===== config.mk =====
export PLATFORM = sky130hd
export DESIGN_NAME = typed_subtract_with_promotion_core
export DESIGN_NICKNAME = d
export VERILOG_FILES = /design/src/rtl/tsp_pkg.sv /design/src/rtl/typed_subtract_with_promotion_core.sv
export SDC_FILE = /design/constraint.sdc
export NUM_CORES = 2
export LEC_CHECK = 0
export ABC_AREA = 1
export BUFFER_PORTS_ARGS = -buffer_cell sky130_fd_sc_hd__buf_4
export CELL_PAD_IN_SITES_DETAIL_PLACEMENT = 0
export CELL_PAD_IN_SITES_GLOBAL_PLACEMENT = 1
export CORE_MARGIN = 10
export CORE_UTILIZATION = 38
export DETAILED_ROUTE_END_ITERATION = 10
export PLACE_DENSITY_LB_ADDON = 0.1
export SKIP_LAST_GASP = 1
export SLEW_MARGIN = 20
export SYNTH_ARGS = -nofsm -noshare
export SYNTH_HDL_FRONTEND = slang
export SYNTH_SLANG_ARGS = --single-unit

===== constraint.sdc =====
create_clock -name clk -period 123.6 [get_ports clk]
set_clock_uncertainty 0.2 [all_clocks]
set_input_delay 24.72 -clock clk [delete_from_list [all_inputs] [get_ports clk]]
set_output_delay 24.72 -clock clk [all_outputs]
set_load 0.005 [all_outputs]

===== src/rtl/tsp_pkg.sv =====
// ============================================================================
// Typed subtract package
// Type codes, stage records and operand decode helpers shared by the core.
// ============================================================================
`timescale 1ns / 1ps
`default_nettype none

package tsp_pkg;

	localparam logic [3:0] TY_BOOL = 4'd0;
	localparam logic [3:0] TY_I8   = 4'd1;
	localparam logic [3:0] TY_U8   = 4'd2;
	localparam logic [3:0] TY_I16  = 4'd3;
	localparam logic [3:0] TY_U16  = 4'd4;
	localparam logic [3:0] TY_I32  = 4'd5;
	localparam logic [3:0] TY_U32  = 4'd6;
	localparam logic [3:0] TY_I64  = 4'd7;
	localparam logic [3:0] TY_U64  = 4'd8;
	localparam logic [3:0] TY_F32  = 4'd9;
	localparam logic [3:0] TY_F64  = 4'd10;
	localparam logic [3:0] TY_PTR  = 4'd11;

	localparam logic [1:0] WC_8  = 2'd0;
	localparam logic [1:0] WC_16 = 2'd1;
	localparam logic [1:0] WC_32 = 2'd2;
	localparam logic [1:0] WC_64 = 2'd3;

	// Finite magnitude: leading bit of m weighs 2**x once normalized.
	typedef struct packed {
		logic               s;
		logic [63:0]        m;
		logic signed [12:0] x;
	} fnum_t;

	typedef struct packed {
		logic        nan;
		logic        inf;
		logic        zero;
		logic [63:0] nanb;
		fnum_t       n;
	} opnd_t;

	typedef struct packed {
		logic        fp;
		logic        dbl;
		logic [3:0]  rtype;
		logic [63:0] rval;
		logic        ok;
	} meta_t;

	function automatic logic is_sgn(input logic [3:0] t);
		return (t == TY_I8) || (t == TY_I16) || (t == TY_I32) || (t == TY_I64);
	endfunction

	function automatic logic [1:0] int_wc(input logic [3:0] t);
		logic [1:0] w;
		case (t) inside
			TY_I8, TY_U8:   w = WC_8;
			TY_I16, TY_U16: w = WC_16;
			TY_I32, TY_U32: w = WC_32;
			default:        w = WC_64;
		endcase
		return w;
	endfunction

	function automatic logic [63:0] mask_w(input logic [3:0] t);
		logic [63:0] r;
		case (t) inside
			TY_I8, TY_U8:   r = 64'h0000_0000_0000_00FF;
			TY_I16, TY_U16: r = 64'h0000_0000_0000_FFFF;
			TY_I32, TY_U32: r = 64'h0000_0000_FFFF_FFFF;
			default:        r = 64'hFFFF_FFFF_FFFF_FFFF;
		endcase
		return r;
	endfunction

	function automatic logic [63:0] extend(input logic [3:0] t, input logic [63:0] v);
		logic [63:0] r;
		case (t)
			TY_I8:   r = {{56{v[7]}}, v[7:0]};
			TY_U8:   r = {56'd0, v[7:0]};
			TY_I16:  r = {{48{v[15]}}, v[15:0]};
			TY_U16:  r = {48'd0, v[15:0]};
			TY_I32:  r = {{32{v[31]}}, v[31:0]};
			TY_U32:  r = {32'd0, v[31:0]};
			default: r = v;
		endcase
		return r;
	endfunction

	function automatic logic [6:0] lzc65(input logic [64:0] v);
		logic [6:0] n;
		n = 7'd65;
		for (int i = 0; i < 65; i++) begin
			if (v[i]) begin
				n = 7'(64 - i);
			end
		end
		return n;
	endfunction

	function automatic opnd_t unpack(input logic [3:0] t, input logic [63:0] v,
		input logic dbl);
		opnd_t       o;
		logic [63:0] e;
		logic        neg;
		o = '0;
		e = extend(t, v);
		neg = is_sgn(t) & e[63];
		if (t == TY_F64) begin
			o.n.s = v[63];
			o.n.m = {(v[62:52] != 11'd0), v[51:0], 11'd0};
			o.n.x = (v[62:52] == 11'd0) ? -13'sd1022 :
				($signed({2'b00, v[62:52]}) - 13'sd1023);
			o.nan = (&v[62:52]) & (|v[51:0]);
			o.inf = (&v[62:52]) & ~(|v[51:0]);
			o.nanb = {v[63], 11'h7FF, 1'b1, v[50:0]};
		end else if (t == TY_F32) begin
			o.n.s = v[31];
			o.n.m = {(v[30:23] != 8'd0), v[22:0], 40'd0};
			o.n.x = (v[30:23] == 8'd0) ? -13'sd126 :
				($signed({5'b00000, v[30:23]}) - 13'sd127);
			o.nan = (&v[30:23]) & (|v[22:0]);
			o.inf = (&v[30:23]) & ~(|v[22:0]);
			o.nanb = dbl ? {v[31], 11'h7FF, 1'b1, v[21:0], 29'd0} :
				{32'd0, v[31], 8'hFF, 1'b1, v[21:0]};
		end else begin
			o.n.s = neg;
			o.n.m = neg ? (~e + 64'd1) : e;
			o.n.x = 13'sd63;
		end
		o.zero = ~o.nan & ~o.inf & (o.n.m == 64'd0);
		return o;
	endfunction

	// Rounds a normalized operand to the target precision, nearest even.
	function automatic fnum_t round_op(input fnum_t a, input logic dbl);
		fnum_t       r;
		logic [64:0] low;
		logic [64:0] inc;
		logic [64:0] sum;
		logic        lsb;
		logic        grd;
		logic        stk;
		r = a;
		low = dbl ? 65'h0_0000_0000_0000_07FF : 65'h0_0000_00FF_FFFF_FFFF;
		inc = dbl ? 65'h0_0000_0000_0000_0800 : 65'h0_0000_0100_0000_0000;
		lsb = dbl ? a.m[11] : a.m[40];
		grd = dbl ? a.m[10] : a.m[39];
		stk = dbl ? (|a.m[9:0]) : (|a.m[38:0]);
		sum = ({1'b0, a.m} & ~low) + ((grd & (lsb | stk)) ? inc : 65'd0);
		if (sum[64]) begin
			r.m = {1'b1, 63'd0};
			r.x = a.x + 13'sd1;
		end else begin
			r.m = sum[63:0];
		end
		return r;
	endfunction

endpackage

`default_nettype wire


===== src/rtl/typed_subtract_with_promotion_core.sv =====
// ============================================================================
// Typed subtract with promotion
// Subtracts two tagged operands with integer and floating point promotion.
// ============================================================================
// The input channel takes one beat per cycle: two operands, each a type code
// and 64 raw bits. The output channel returns one beat per input beat, in
// order: the result type, the difference bits at the result width with the
// upper bits zero, and ok. A bool, pointer or undefined type code on either
// side gives ok low with the left operand passed through unchanged.
// Integer differences wrap at the result width. When a float takes part, an
// integer operand is rounded to that precision and the difference is
// rounded to nearest even, with IEEE handling of subnormals, NaN and inf.
// Every beat passes through the eleven stage float path (operand normalize
// and round, align, add, normalize, round, pack). Throughput is one beat per
// cycle while the output is not stalled.
// Reset clears all stage valid bits, so the output is empty afterward.
// When the receiver stalls with a beat held at the output, the whole
// pipeline holds and in_ready drops in the same cycle.
// ============================================================================
`timescale 1ns / 1ps
`default_nettype none

module typed_subtract_with_promotion_core (
	input  wire logic        clk,
	input  wire logic        arst_n,
	input  wire logic        in_valid,
	output logic             in_ready,
	input  wire logic [3:0]  left_type,
	input  wire logic [63:0] left_value,
	input  wire logic [3:0]  right_type,
	input  wire logic [63:0] right_value,
	output logic             out_valid,
	input  wire logic        out_ready,
	output logic [3:0]       result_type,
	output logic [63:0]      result_value,
	output logic             ok
);
	import tsp_pkg::*;

	logic en;
	logic v_s1, v_s2, v_s3, v_s4, v_s5, v_s6, v_s7, v_s8, v_s9, v_s10, v_s11;
	meta_t meta_s1, meta_s2, meta_s3, meta_s4, meta_s5, meta_s6;
	meta_t meta_s7, meta_s8, meta_s9, meta_s10;

	fnum_t a_s1, b_s1, a_s2, b_s2, a_s3, b_s3, a_s4, b_s4;
	logic [6:0] za_s2, zb_s2;

	logic [63:0]        mb_s5, ms_s5, mb_s6, al_s6;
	logic signed [12:0] xb_s5, xb_s6, xb_s7, xb_s8;
	logic [6:0]         d_s5;
	logic               sg_s5, sg_s6, sg_s7, sg_s8, sg_s9, sg_s10;
	logic               sub_s5, sub_s6;
	logic [64:0]        r_s7, r_s8, rn_s9;
	logic [6:0]         z_s8, k_s10;
	logic               rz_s8, rz_s9, rz_s10;
	logic signed [12:0] en_s9, ee_s10;
	logic [66:0]        rr_s10;
	logic [3:0]         rt_s11;
	logic [63:0]        rv_s11;
	logic               ok_s11;

	assign en = ~v_s11 | out_ready;
	assign in_ready = en;

	// Decode, integer difference and special results.
	meta_t meta_d1;
	fnum_t a_d1, b_d1;
	always_comb begin
		opnd_t       ua;
		opnd_t       ub;
		logic        rej;
		logic        dbl;
		logic        fpath;
		logic        spc;
		logic [63:0] spv;
		logic [63:0] infz;
		logic [3:0]  rti;
		logic [1:0]  wl;
		logic [1:0]  wr;
		rej = (left_type < TY_I8) || (left_type > TY_F64) ||
			(right_type < TY_I8) || (right_type > TY_F64);
		dbl = (left_type == TY_F64) || (right_type == TY_F64);
		fpath = dbl || (left_type == TY_F32) || (right_type == TY_F32);
		ua = unpack(left_type, left_value, dbl);
		ub = unpack(right_type, right_value, dbl);
		wl = int_wc(left_type);
		wr = int_wc(right_type);
		if (wl == WC_8) begin
			rti = (wr <= WC_16) ? TY_I32 : right_type;
		end else begin
			rti = (wr < wl) ? left_type : right_type;
		end
		infz = dbl ? 64'h7FF0_0000_0000_0000 : 64'h0000_0000_7F80_0000;
		spc = 1'b1;
		spv = 64'd0;
		if (ua.nan) begin
			spv = ua.nanb;
		end else if (ub.nan) begin
			spv = ub.nanb;
		end else if (ua.inf && ub.inf && (ua.n.s == ub.n.s)) begin
			spv = dbl ? 64'hFFF8_0000_0000_0000 : 64'h0000_0000_FFC0_0000;
		end else if (ua.inf) begin
			spv = infz | (dbl ? {ua.n.s, 63'd0} : {32'd0, ua.n.s, 31'd0});
		end else if (ub.inf) begin
			spv = infz | (dbl ? {~ub.n.s, 63'd0} : {32'd0, ~ub.n.s, 31'd0});
		end else if (ua.zero && ub.zero) begin
			spv = dbl ? {ua.n.s & ~ub.n.s, 63'd0} : {32'd0, ua.n.s & ~ub.n.s, 31'd0};
		end else begin
			spc = 1'b0;
		end
		meta_d1.ok = ~rej;
		meta_d1.dbl = dbl;
		meta_d1.fp = ~rej & fpath & ~spc;
		meta_d1.rtype = rej ? left_type : (fpath ? (dbl ? TY_F64 : TY_F32) : rti);
		meta_d1.rval = rej ? left_value : (fpath ? spv :
			((extend(left_type, left_value) - extend(right_type, right_value)) &
			mask_w(rti)));
		a_d1 = ua.n;
		b_d1 = ub.n;
		b_d1.s = ~ub.n.s;
	end

	// Operand normalize, compare, alignment and add.
	fnum_t a_d3, b_d3;
	always_comb begin
		a_d3 = a_s2;
		b_d3 = b_s2;
		a_d3.m = a_s2.m << za_s2;
		b_d3.m = b_s2.m << zb_s2;
		a_d3.x = a_s2.x - $signed({6'd0, za_s2});
		b_d3.x = b_s2.x - $signed({6'd0, zb_s2});
	end

	logic [63:0]        mb_d5, ms_d5;
	logic signed [12:0] xb_d5;
	logic [6:0]         d_d5;
	logic               sg_d5;
	always_comb begin
		logic               za;
		logic               zb;
		logic               abig;
		logic signed [12:0] dd;
		fnum_t              big;
		fnum_t              sml;
		za = ~a_s4.m[63];
		zb = ~b_s4.m[63];
		abig = zb | (~za & ((a_s4.x > b_s4.x) ||
			((a_s4.x == b_s4.x) && (a_s4.m >= b_s4.m))));
		big = abig ? a_s4 : b_s4;
		sml = abig ? b_s4 : a_s4;
		dd = big.x - sml.x;
		mb_d5 = big.m;
		ms_d5 = sml.m;
		xb_d5 = big.x;
		sg_d5 = big.s;
		if (~sml.m[63]) begin
			d_d5 = 7'd0;
		end else if (dd > 13'sd66) begin
			d_d5 = 7'd66;
		end else begin
			d_d5 = dd[6:0];
		end
	end

	logic [63:0] al_d6;
	assign al_d6 = (ms_s5 >> d_s5) | {63'd0, |(ms_s5 & ~({64{1'b1}} << d_s5))};

	logic [64:0] r_d7;
	assign r_d7 = sub_s6 ? ({1'b0, mb_s6} - {1'b0, al_s6}) :
		({1'b0, mb_s6} + {1'b0, al_s6});

	// Result normalize, round and pack.
	logic [64:0]        rn_d9;
	logic signed [12:0] en_d9;
	assign rn_d9 = r_s8 << z_s8;
	assign en_d9 = xb_s8 + 13'sd1 - $signed({6'd0, z_s8});

	logic [66:0]        rr_d10;
	logic [6:0]         k_d10;
	logic signed [12:0] ee_d10;
	always_comb begin
		logic signed [12:0] emin;
		logic signed [12:0] kk;
		logic [66:0]        r67;
		logic               lsb;
		logic               grd;
		logic               stk;
		emin = meta_s9.dbl ? -13'sd1022 : -13'sd126;
		ee_d10 = (en_s9 < emin) ? emin : en_s9;
		kk = (meta_s9.dbl ? 13'sd12 : 13'sd41) + (ee_d10 - en_s9);
		k_d10 = (kk > 13'sd66) ? 7'd66 : kk[6:0];
		r67 = {2'b00, rn_s9};
		lsb = r67[k_d10];
		grd = r67[k_d10 - 7'd1];
		stk = |(r67 & ~({67{1'b1}} << (k_d10 - 7'd1)));
		rr_d10 = (r67 & ({67{1'b1}} << k_d10)) +
			((grd & (lsb | stk)) ? (67'd1 << k_d10) : 67'd0);
	end

	logic [63:0] rv_d11;
	always_comb begin
		logic [66:0]        fld;
		logic signed [12:0] pexp;
		logic               ovf;
		logic [63:0]        fpv;
		fld = rr_s10 >> k_s10;
		pexp = ee_s10 + (meta_s10.dbl ? 13'sd1022 : 13'sd126) +
			$signed({11'd0, (meta_s10.dbl ? fld[53:52] : fld[24:23])});
		ovf = pexp >= (meta_s10.dbl ? 13'sd2047 : 13'sd255);
		if (rz_s10) begin
			fpv = 64'd0;
		end else if (ovf) begin
			fpv = meta_s10.dbl ? {sg_s10, 11'h7FF, 52'd0} : {32'd0, sg_s10, 8'hFF, 23'd0};
		end else begin
			fpv = meta_s10.dbl ? {sg_s10, pexp[10:0], fld[51:0]} :
				{32'd0, sg_s10, pexp[7:0], fld[22:0]};
		end
		rv_d11 = meta_s10.fp ? fpv : meta_s10.rval;
	end

	always_ff @(posedge clk or negedge arst_n) begin
		if (!arst_n) begin
			v_s1 <= 1'b0;
			v_s2 <= 1'b0;
			v_s3 <= 1'b0;
			v_s4 <= 1'b0;
			v_s5 <= 1'b0;
			v_s6 <= 1'b0;
			v_s7 <= 1'b0;
			v_s8 <= 1'b0;
			v_s9 <= 1'b0;
			v_s10 <= 1'b0;
			v_s11 <= 1'b0;
		end else if (en) begin
			v_s1 <= in_valid;
			v_s2 <= v_s1;
			v_s3 <= v_s2;
			v_s4 <= v_s3;
			v_s5 <= v_s4;
			v_s6 <= v_s5;
			v_s7 <= v_s6;
			v_s8 <= v_s7;
			v_s9 <= v_s8;
			v_s10 <= v_s9;
			v_s11 <= v_s10;
		end
	end

	always_ff @(posedge clk) begin
		if (en) begin
			meta_s1 <= meta_d1;
			a_s1 <= a_d1;
			b_s1 <= b_d1;

			meta_s2 <= meta_s1;
			a_s2 <= a_s1;
			b_s2 <= b_s1;
			za_s2 <= lzc65({a_s1.m, 1'b1});
			zb_s2 <= lzc65({b_s1.m, 1'b1});

			meta_s3 <= meta_s2;
			a_s3 <= a_d3;
			b_s3 <= b_d3;

			meta_s4 <= meta_s3;
			a_s4 <= round_op(a_s3, meta_s3.dbl);
			b_s4 <= round_op(b_s3, meta_s3.dbl);

			meta_s5 <= meta_s4;
			mb_s5 <= mb_d5;
			ms_s5 <= ms_d5;
			xb_s5 <= xb_d5;
			d_s5 <= d_d5;
			sg_s5 <= sg_d5;
			sub_s5 <= a_s4.s ^ b_s4.s;

			meta_s6 <= meta_s5;
			mb_s6 <= mb_s5;
			al_s6 <= al_d6;
			xb_s6 <= xb_s5;
			sg_s6 <= sg_s5;
			sub_s6 <= sub_s5;

			meta_s7 <= meta_s6;
			r_s7 <= r_d7;
			xb_s7 <= xb_s6;
			sg_s7 <= sg_s6;

			meta_s8 <= meta_s7;
			r_s8 <= r_s7;
			z_s8 <= lzc65(r_s7);
			rz_s8 <= (r_s7 == 65'd0);
			xb_s8 <= xb_s7;
			sg_s8 <= sg_s7;

			meta_s9 <= meta_s8;
			rn_s9 <= rn_d9;
			en_s9 <= en_d9;
			sg_s9 <= sg_s8;
			rz_s9 <= rz_s8;

			meta_s10 <= meta_s9;
			rr_s10 <= rr_d10;
			k_s10 <= k_d10;
			ee_s10 <= ee_d10;
			sg_s10 <= sg_s9;
			rz_s10 <= rz_s9;

			rt_s11 <= meta_s10.rtype;
			rv_s11 <= rv_d11;
			ok_s11 <= meta_s10.ok;
		end
	end

	assign out_valid = v_s11;
	assign result_type = rt_s11;
	assign result_value = rv_s11;
	assign ok = ok_s11;

	a_f32_upper_zero: assert property (@(posedge clk) disable iff (!arst_n)
		(out_valid && ok && (result_type == TY_F32)) |-> (result_value[63:32] == 32'd0))
		else $error("f32 result has nonzero upper bits");

	a_ok_type: assert property (@(posedge clk) disable iff (!arst_n)
		(out_valid && ok) |-> ((result_type != TY_BOOL) && (result_type != TY_PTR) &&
		(result_type <= TY_F64)))
		else $error("accepted result carries a rejected type");

	a_stall_holds: assert property (@(posedge clk) disable iff (!arst_n)
		(out_valid && !out_ready) |=> ($stable(v_s5) && $stable(v_s10) && $stable(v_s1)))
		else $error("pipeline moved during an output stall");

endmodule

`default_nettype wire


Word-level counts from Yosys, hierarchy flattened
Cells that the tools add are included.
{"block": "word_totals", "reg_bits": 2056, "input_bits": 140, "output_inout_bits": 71, "elab_cells": 613}
{"block": "classes", "add_sub_neg": 24, "magnitude_cmp": 14, "n_eq_ne": 26, "shifts": 9, "muxes": 277, "n_bitwise": 55, "reduce_logical": 71}
{"op": "2-to-1 mux 64 bit", "n": 26}
{"op": "one-hot mux 64 bit (6 select lines)", "n": 2}
{"op": "2-to-1 mux 6 bit", "n": 95}
{"op": "2-to-1 mux 142 bit", "n": 2}
{"op": "2-to-1 mux 5 bit", "n": 48}
{"op": "2-to-1 mux 78 bit", "n": 3}
{"op": "NOT 64 bit", "n": 3}
{"op": "AND 65 x 67 -> 67 bit", "n": 2}
{"op": "left shift 67 x 7 -> 67 bit, first input constant", "n": 2}
{"op": "AND 64 x 65 -> 65 bit", "n": 2}
{"op": "2-to-1 mux 65 bit", "n": 2}
{"op": "adder 64 x 1 -> 64 bit, second input constant", "n": 2}
{"op": "AND 64 bit", "n": 2}
{"op": "zero test 64 bit", "n": 2}
{"op": "OR 63 x 64 -> 64 bit", "n": 2}
{"op": "OR reduction 64 bit", "n": 2}
{"op": "left shift 64 x 7 -> 64 bit", "n": 2}
{"op": "OR reduction 63 bit", "n": 2}
{"op": "2-to-1 mux 4 bit", "n": 29}
{"op": "OR reduction 52 bit", "n": 2}
{"op": "OR reduction 32 bit", "n": 3}
{"op": "2-to-1 mux 13 bit", "n": 7}
{"op": "2-to-1 mux 41 bit", "n": 2}
{"op": "OR reduction 39 bit", "n": 2}
{"op": "other kinds (71)", "n": 230}

Logic depth before layout (Yosys ltp)
{"block": "logic_depth", "word_depth": 64, "ltp_mapped": 96}

Worst setup path after synthesis
Ideal clock, no wire load.
{"block": "synth_timing", "kind": "input to output", "start": "input port out_ready", "end": "output port in_ready", "t_arrival_ps": 78267, "required_ps": 98680, "setup_slack_ps": 20413, "path_stages": 3, "cell_sequence": "inv_1 nand2_1 buf_1"}
{"block": "synth_via", "elab_chain_len": 1}
{"element": "start: declaration", "line": "typed_subtract_with_promotion_core.sv:33", "text": "input wire logic out_ready,"}
{"element": "OR 1 bit", "line": "typed_subtract_with_promotion_core.sv:62", "text": "assign en = ~v_s11 | out_ready;"}
{"element": "end: declaration", "line": "typed_subtract_with_promotion_core.sv:27", "text": "output logic in_ready,"}
No other way between the ends.

Worst setup path in the final report
Same ends and word-level chain as after synthesis.

==> summary.md <==
| Metric | Value |
|---|---|
| Outcome | complete, no violations |
| Via density | 5.44 |
| Antenna violations before repair | 43 |
| Syn_area_per_cell | 8.81 sq um |
| Postcts setup bufs | 0 |
| IO Port Bufs | 210 |
| Hold buffers post-CTS | 0 |
| CTS tree | built |
| Worst skew pair latency | 0.90 ns |
| Fraction of registers with async set/reset | 0.551% |
| I/O Pins | 211 |
| DP HPWL | 349000 um |
| H-tree depth | 4 |
| Slew HR | 11.6% |
| Fill cells | 30400 |
| RSZ-0062 raised after global routing | no |
| Final wirelength | 438000 um |
| Worst min-delay path class | flop to flop |
| DR pass1 iterations | 7 |
| Final GP Congestion | 1.01 |
| YS warnings | 0 |
| Clock sink total | 1997 |
| EDFF count, synth | 1986 |
| DIE HEIGHT | 573 um |
| Setup-failing EPs final | 0 |
| Overflow left after global routing | 0 |
| Initial Utilization | 38.1% |
| First-pass GRT wire length | 631000 um |
| Crit path arrival time | 25.56 ns |
| Slew @ Worst Pin | 1.31 ns |
| WS Path Type | input pin to output pin |
| Required @ worst endpoint | 98.68 ns |
| Max-slew violation count | 0 |
| Layout cells sized above 1 | 6.68% |
| CP endpoint kind | output pin |
| Syn Inst Count | 13200 |
| Vias | 95300 |
| Type of origin of the critical path | input pin |
| Ys flop type | edfxtp_1 |
| Pin count of the biggest net entering global routing | 191 |
| Final TNS setup | 0 ns |
| Core ar. | 305000 sq um |
| Std cell rows | 203 |
| Min Clock Period, post-route | 50.48 ns |
| Maxcap violations | 0 |
| Post-Syn Area | 116000 sq um |
| Top cell type's share of synthesized area | 51.3% |
| Unique masters post-synth | 86 |
| Synth Register Bits | 1997 |
| Die Area | 329000 sq um |
| Top cells by count, synth | nand2_1, edfxtp_1, o21ai_0, inv_1, nor2_1 |
| Initial DRC count | 9857 |
| Worst-case clock buffer depth | 4 |
| Antenna Nets Post-Route | 0 |
| Total Routing Usage GR | 25.5% |
| Achievable Freq | 19.8 MHz |
| Area leader, netlist | edfxtp_1 |
| Die Width | 573 um |
| Root Buffer | clkbuf_16 |
| Critical Path Fanout Max | 5 |
| CTS clk-pin slew, worst paths | 0.06 ns |
| Synthesis-to-layout area growth | 11.3% |
| Register area share after synthesis | 51.5% |
| Post_cts resized | 0 |
| Residual DRC count | 0 |
| Number of global-route vias before repair | 91300 |
| Period utilization | 40.8% |
| Top post-synthesis cells by area | edfxtp_1, nand2_1, o21ai_0 |
| Most instantiated library cell after synthesis | nand2_1 |
| Wire per inst | 25.0 um |
| CTS Buf Count | 219 |
| Final net count | 13700 |
| Final hold violation count | 0 |
registers in the layout, indices dropped and copies added (netlist names), 64 cells and up:
| name | flops |
|---|---|
| r_s8 | 65 |
| meta_s7 | 71 |
| a_s1 | 77 |
| a_s4 | 67 |
| b_s3 | 78 |
| meta_s1 | 71 |
| meta_s2 | 71 |
| meta_s4 | 71 |
| meta_s9 | 71 |
| r_s7 | 65 |
| result_value | 64 |
| meta_s5 | 71 |
| al_s6 | 64 |
| meta_s10 | 71 |
| a_s3 | 78 |
| b_s2 | 76 |
| rn_s9 | 65 |
| b_s1 | 77 |
| rr_s10 | 67 |
| meta_s6 | 71 |
| b_s4 | 67 |
| a_s2 | 76 |
| meta_s8 | 71 |
| meta_s3 | 71 |
layer usage:
layer	track usage (%)	vias up	part of all wire, %
met2	41.7	3221	46
met3	3.41	706	5.8
met4	10.2	6	4.7
li1	-	45900	-
met5	0	-	0.0082
met1	34.3	45500	43
worst paths after layout:
check	startpoint	endpoint	slack, ns	cells past startpoint
worst max-delay path	out_ready	in_ready	73.12	4
worst min-delay path	meta_s3[61]	meta_s4[61]	0.18	0
worst max register to register	meta_s9[69]	rr_s10[60]	108.30	78
worst min register to register	meta_s3[61]	meta_s4[61]	0.18	0
max in group asynchronous	arst_n	out_valid	99.58	1
min in group asynchronous	arst_n	v_s5	23.48	1
worst max-delay path: stages:
cell and delay (ns):
buf_4 0.11, inv_1 0.11, nand2_4 0.24, buf_4 0.28
cells by family (layout without fill, tap and decap cells):
| group | after synthesis | after routing | synth area share, % |
|---|---|---|---|
| compound gates | 2969 | 2969 | 14.4 |
| fa+ha+maj | 363 | 363 | 3.95 |
| buf+inv | 2053 | 2259 | 6.67 |
| xor+xnor | 371 | 371 | 2.83 |
| mux | 191 | 191 | 1.65 |
| flops | 1997 | 1997 | 51.5 |
| other cells | 1 | 17 | 0.00322 |
| simple gates | 5256 | 5256 | 19.0 |
cell usage in the layout (no fill, tap or decap), types with 20 or more instances in the layout:
| cell type | netlist | layout |
|---|---|---|
| a211oi_1 | 56 | 56 |
| a21oi_1 | 666 | 664 |
| a22oi_1 | 60 | 60 |
| a31oi_1 | 106 | 106 |
| a32oi_1 | 36 | 36 |
| buf_4 | 1 | 357 |
| bufinv_16 | 0 | 23 |
| clkbuf_1 | 443 | 41 |
| clkbuf_16 | 0 | 221 |
| clkinv_1 | 18 | 53 |
| clkinv_2 | 0 | 30 |
| edfxtp_1 | 1986 | 1986 |
| ha_1 | 356 | 356 |
| inv_1 | 1446 | 1439 |
| inv_2 | 31 | 41 |
| mux2i_1 | 182 | 182 |
| nand2_1 | 2927 | 2922 |
| nand3_1 | 567 | 567 |
| nand4_1 | 115 | 115 |
| nor2_1 | 1115 | 1106 |
| nor2_2 | 20 | 26 |
| nor3_1 | 214 | 214 |
| nor3b_1 | 24 | 24 |
| nor4_1 | 142 | 139 |
| o211ai_1 | 69 | 69 |
| o21ai_0 | 1518 | 1501 |
| o21ai_1 | 38 | 53 |
| o21bai_1 | 30 | 30 |
| o221ai_1 | 51 | 51 |
| o22ai_1 | 98 | 98 |
| o31ai_1 | 64 | 64 |
| o32ai_1 | 20 | 20 |
| or2_2 | 49 | 49 |
| xnor2_1 | 106 | 106 |
| xor2_1 | 262 | 262 |
layout make-up:
cell class | count | area [sq um] | share of cell area (%)
flip-flops and latches | 1997 | 59900 | 46.3
multi-input cells | 9152 | 48800 | 37.7
diodes | 15 | 37.5 | 0.0290
inverters | 1495 | 5610 | 4.33
clock buffers | 262 | 5680 | 4.39
repair buffers | 362 | 2780 | 2.15
clock inverters | 140 | 1560 | 1.20
well taps | 4100 | 5130 | 3.96
stage by stage:
stage | instances | utilization, % | worst slack [ns] | cell area, sq um | hold slack, ns
after floorplan | 13200 | - | 20.41 | 116000 | 0.200
after global placement | 17100 | 40.0 | 73.08 | 122000 | 0.200
after detailed placement | 17100 | 40.0 | 73.10 | 122000 | 0.205
after CTS | 17500 | 42.4 | 73.10 | 129000 | 0.181
after global routing | 17500 | 42.4 | 73.12 | 129000 | 0.198
final | 17500 | 42.4 | 73.12 | 130000 | 0.181
Power is left out: the tool's default activity adds up to more than one toggle a clock period on the data nets, which glitch-free logic cannot reach.
